--- src/rtl/lcs_pkg.sv ---
`timescale 1ns / 1ps
// ----------------------------------------------------------------------------
// lcs_pkg: shared definitions for the largest component size block
// Field widths, default table depth and the controller/datapath interface.
// ----------------------------------------------------------------------------
package lcs_pkg;

   localparam int VERTEX_W         = 10;   // request vertex fields
   localparam int COUNT_W          = 11;   // vertex count register
   localparam int SIZE_W           = 11;   // component sizes and result
   localparam int MAX_VERTICES_DEF = 1024; // default union-find table depth

   // Commands from the controller to the datapath
   typedef struct packed {
      logic load_edge;   // capture endpoints, start walk at vertex a
      logic emit;        // load result register, clear running maximum
      logic clr_step;    // write one reset entry, advance sweep pointer
      logic rd;          // read table entry at walk pointer
      logic chk_a;       // examine read data for walk from a
      logic chk_b;       // examine read data for walk from b
      logic link_small;  // point smaller root at larger root
      logic link_big;    // store merged size at larger root
   } ctrl_cmd_type;

   // Status from the datapath to the controller
   typedef struct packed {
      logic req_finish;  // request on the port is a finish
      logic req_edge_ok; // both endpoints below the effective count
      logic rsp_busy;    // result register holds a result not taken now
      logic clr_last;    // sweep pointer at last table entry
      logic is_root;     // read entry links to itself
      logic roots_eq;    // both walks ended at the same root
   } ctrl_status_type;

endpackage

--- src/rtl/lcs_ctrl.sv ---
`timescale 1ns / 1ps
// ----------------------------------------------------------------------------
// lcs_ctrl: sequencer for the largest component size block
// Steps the table clearing sweep, the two root walks and the two-write merge.
// ----------------------------------------------------------------------------
module lcs_ctrl (
   input  logic                     clock,
   input  logic                     reset,
   input  logic                     req_valid,
   output logic                     req_ready,
   input  lcs_pkg::ctrl_status_type status,
   output lcs_pkg::ctrl_cmd_type    cmd
);
   import lcs_pkg::*;

   typedef enum logic [7:0] {
      S_CLEAR = 8'b0000_0001,
      S_IDLE  = 8'b0000_0010,
      S_RD_A  = 8'b0000_0100,
      S_CHK_A = 8'b0000_1000,
      S_RD_B  = 8'b0001_0000,
      S_CHK_B = 8'b0010_0000,
      S_MERGE = 8'b0100_0000,
      S_LINK  = 8'b1000_0000
   } state_type;

   state_type state_ff;
   state_type state_in;
   logic      accept;

   // Requests are taken in idle only; a finish also waits when the result register cannot be freed this cycle
   assign req_ready = (state_ff == S_IDLE) && !(status.req_finish && status.rsp_busy);
   assign accept    = req_valid && req_ready;

   // Next state and commands
   always_comb begin
      state_in = state_ff;
      cmd      = '0;
      unique case (state_ff)
         S_CLEAR: begin
            cmd.clr_step = 1'b1;
            if (status.clr_last) begin
               state_in = S_IDLE;
            end
         end
         S_IDLE: begin
            if (accept) begin
               if (status.req_finish) begin
                  cmd.emit = 1'b1;
                  state_in = S_CLEAR;
               end else if (status.req_edge_ok) begin
                  cmd.load_edge = 1'b1;
                  state_in      = S_RD_A;
               end
            end
         end
         S_RD_A: begin
            cmd.rd   = 1'b1;
            state_in = S_CHK_A;
         end
         S_CHK_A: begin
            cmd.chk_a = 1'b1;
            state_in  = status.is_root ? S_RD_B : S_RD_A;
         end
         S_RD_B: begin
            cmd.rd   = 1'b1;
            state_in = S_CHK_B;
         end
         S_CHK_B: begin
            cmd.chk_b = 1'b1;
            state_in  = status.is_root ? S_MERGE : S_RD_B;
         end
         S_MERGE: begin
            if (status.roots_eq) begin
               state_in = S_IDLE;
            end else begin
               cmd.link_small = 1'b1;
               state_in       = S_LINK;
            end
         end
         S_LINK: begin
            cmd.link_big = 1'b1;
            state_in     = S_IDLE;
         end
         default: begin
            state_in = S_CLEAR;
         end
      endcase
   end

   // State register; reset starts the clearing sweep
   always_ff @(posedge clock) begin
      if (reset) begin
         state_ff <= S_CLEAR;
      end else begin
         state_ff <= state_in;
      end
   end

`ifndef SYNTH
   // A finish always starts a clearing sweep
   a_emit_clears: assert property (@(posedge clock) disable iff (reset)
      cmd.emit |=> state_ff == S_CLEAR)
      else $error("finish not followed by clearing sweep");

   // The sweep ends after the last entry
   a_clear_ends: assert property (@(posedge clock) disable iff (reset)
      (state_ff == S_CLEAR) && status.clr_last |=> state_ff == S_IDLE)
      else $error("clearing sweep overran");

   // A merge is always the two writes back to back
   a_link_pair: assert property (@(posedge clock) disable iff (reset)
      cmd.link_small |=> cmd.link_big)
      else $error("merge missing second write");

   // No finish is taken while an untaken result would be overwritten
   a_no_overwrite: assert property (@(posedge clock) disable iff (reset)
      cmd.emit |-> !status.rsp_busy)
      else $error("result overwritten before taken");
`endif

endmodule

--- config.mk ---
export PLATFORM = sky130hd
export DESIGN_NAME = lcs_ctrl
export DESIGN_NICKNAME = d
export VERILOG_FILES = /design/src/rtl/lcs_pkg.sv /design/src/rtl/lcs_ctrl.sv
export SDC_FILE = /design/constraint.sdc
export NUM_CORES = 1
export LEC_CHECK = 0
export BUFFER_PORTS_ARGS = -buffer_cell sky130_fd_sc_hd__buf_2
export CORE_MARGIN = 2
export CORE_UTILIZATION = 45
export DETAILED_ROUTE_END_ITERATION = 6
export PLACE_DENSITY_LB_ADDON = 0.12
export SYNTH_ARGS = -nofsm -noshare
export SYNTH_HDL_FRONTEND = slang
export SYNTH_SLANG_ARGS = --single-unit
--- constraint.sdc ---
create_clock -name clock -period 3.4 [get_ports clock]
set_clock_uncertainty 0.15 [all_clocks]
set_input_delay 0.34 -clock clock [delete_from_list [all_inputs] [get_ports clock]]
set_output_delay 0.34 -clock clock [all_outputs]
set_load 0.01 [all_outputs]
==> metrics.yaml <==
pwr:
  power.leakage_nw: 0.295
  powerDensity_nw_per_um2: 408
  ir_drop_mv: 0.227
  p_total_mw: 0.291
setup_path:
  worst_ep_required_time_ns: 2.91
  startpoint_type: "register"
  worstPathArrival_ns: 1.72
  critPathMaxFanout: 9
  worstSetupPathType: "reg -> out"
  worstSetupEndpointType: "output pin"
clocking:
  root_buffer: "clkbuf_4"
  cts.htree.levels: 1
  clkTransAtPathRegs_ns: 0.06
  cts_sinks: 8
  clockBufferDepth: 2
  postCtsResizedCells: 0
  post_cts_buffers: 0
  clkLatencyLatePin_ns: 0.26
  cts_made_buffers: 3
  cts_tree: "yes"
  hold_buffers: 0
floorplanning:
  io_pins: 18
  dieArea_um2: 1680
  core-area_um2: 1280
  die_w_um: 41.0
  fp.dieH_um: 41.0
  rows: 13
  start_util_pct: 47.8
job:
  cap_violations: 0
timing:
  relSlewSlack_pct: 67.7
  rsz0062_at_grt: "no"
  maxSlewViolCount: 0
  fin_crit_sh_pct: 65.1
  worst_slew_pin_slew_ns: 0.481
  hold_viol_final: 0
  setup_viol: 0
  fin_tns_setup_ns: 0
  hold_slack_ns: 0.131
  max_freq_mhz: 452
  period_minus_slack_ns: 2.21
layout:
  drive_gt1_share_pct: 29.0
  diodes: 0
  instances_no_fill: 108
  reg_top3: "state_ff x8"
  largest_register: "state_ff"
  largest_register_ffs: 8
  final_core_util_pct: 55.4
  syn2layout_area_growth_pct: 15.9
  layout.nets: 104
placement:
  dp_hpwl_mm: 1.06
  io_buffer_count: 17
  place_inst: 105
  routabilityCongestion: 0.745
logic_synthesis:
  yosysTopAreaCellShare_pct: 26.1
  synth-edff-count: 0
  synth-async-reset-ratio_pct: 0
  synthCells: 78
  synth_most_common_cell: "nor2_1"
  ys.flop_type: "dfxtp_1"
  synth_commonest_cells: "nor2_1 (10), dfxtp_1 (8), inv_1 (7)"
  ys_seq_elements: 8
  postSynthAreaPerCell_um2: 7.88
  yosysWarningCount: 0
  synth_area_leaders: "dfxtp_1 (26%), nor4_4 (6.9%), nor2_1 (6.1%)"
  synthesis.nets: 87
  syn_area_um2: 614
  yosysUniqueCellTypes: 32
  synth-seq-area-share_pct: 26.1
  yosysTopAreaCell: "dfxtp_1"
grt:
  grt_pass1_wl_mm: 2.18
  grtUsageMet2_pct: 32.8
  grt_max_degree: 10
  met1_usage_pct: 24.8
  grt_util_all_layers_pct: 20.3
  grt_pass1_vias: 515
  grt_antenna_before_repair: 0
  use_met3_pct: 9.78
  grt-busiest-layer: "met2"
  gr-total-overflow: 0
drt:
  remaining_drc_errors: 0
  viasPerCell: 5.86
  ant_nets: 0
  routed_wl_mm: 1.38
  drt_iter0_markers: 24
  routedWlPerCell_um: 12.8
  drt-pass1-iter-count: 4
  num_vias: 633
hold_path:
  hold_path.class: "in -> reg"
status:
  status: "finished, final reports clean"
stage by stage:
stage / area, µm² / setup slack [ns]
5_1_grt: 712 / 1.13
2_1_floorplan: 614 / 1.51
4_1_cts: 712 / 1.18
6_report: 712 / 1.19
3_5_place_dp: 689 / 1.47
3_3_place_gp: 689 / 1.49
cell usage in the layout, fill, tap and decap left out, types with 2 or more instances in the layout:
master,synthesis,routed
nor4_4,2,2
xor2_1,2,2
nand3_1,3,3
nand2_1,6,6
clkbuf_4,0,3
dfxtp_1,8,8
buf_2,2,17
xnor2_1,2,2
nor3_1,4,4
nor4_1,4,4
o21ai_0,3,3
a21oi_1,2,2
nand2b_1,3,3
inv_1,7,7
nand4_1,2,2
nor2_1,10,10
path summary, 6_finish.rpt:
| check | slack (ns) | depth (start not counted) | from | to |
|---|---|---|---|---|
| max | 1.19 | 3 | state_ff[0] | cmd[3] |
| min | 0.13 | 2 | status[0] | state_ff[7] |
| max reg2reg | 1.52 | 4 | state_ff[2] | state_ff[7] |
| min reg2reg | 0.43 | 2 | state_ff[4] | state_ff[5] |
metal layers:
layer  share of wire, %  wire, µm
met5                  0         0
met4               0.44         6
met3                7.3       101
met2                 50       688
met1                 42       581
final cells by class:
type | count | area [µm²]
Fill cell | 132 | 573
Multi-Input combinational cell | 58 | 399
Sequential cell | 8 | 160
Timing Repair Buffer | 17 | 85.1
Inverter | 7 | 26.3
Clock buffer | 3 | 22.5
Tap cell | 15 | 18.8
power by group:
group	internal [mW]	switching [mW]
registers	0.101	0.0144
clock network	0.0406	0.0349
logic	0.0447	0.0553
logic make-up after synthesis:
| family | count (synthesis) | share of synthesized area (%) |
|---|---|---|
| flops | 8 | 26.1 |
| xor+xnor | 4 | 5.70 |
| buf+inv | 12 | 8.96 |
| simple gates | 41 | 42.0 |
| compound gates | 13 | 17.3 |
critical path, cell delays in order (launching register included):
cell and delay, ns:
dfxtp_1 0.38, or4_4 0.60, and4bb_2 0.34, buf_2 0.13
Power figures use the tool's default switching activity.
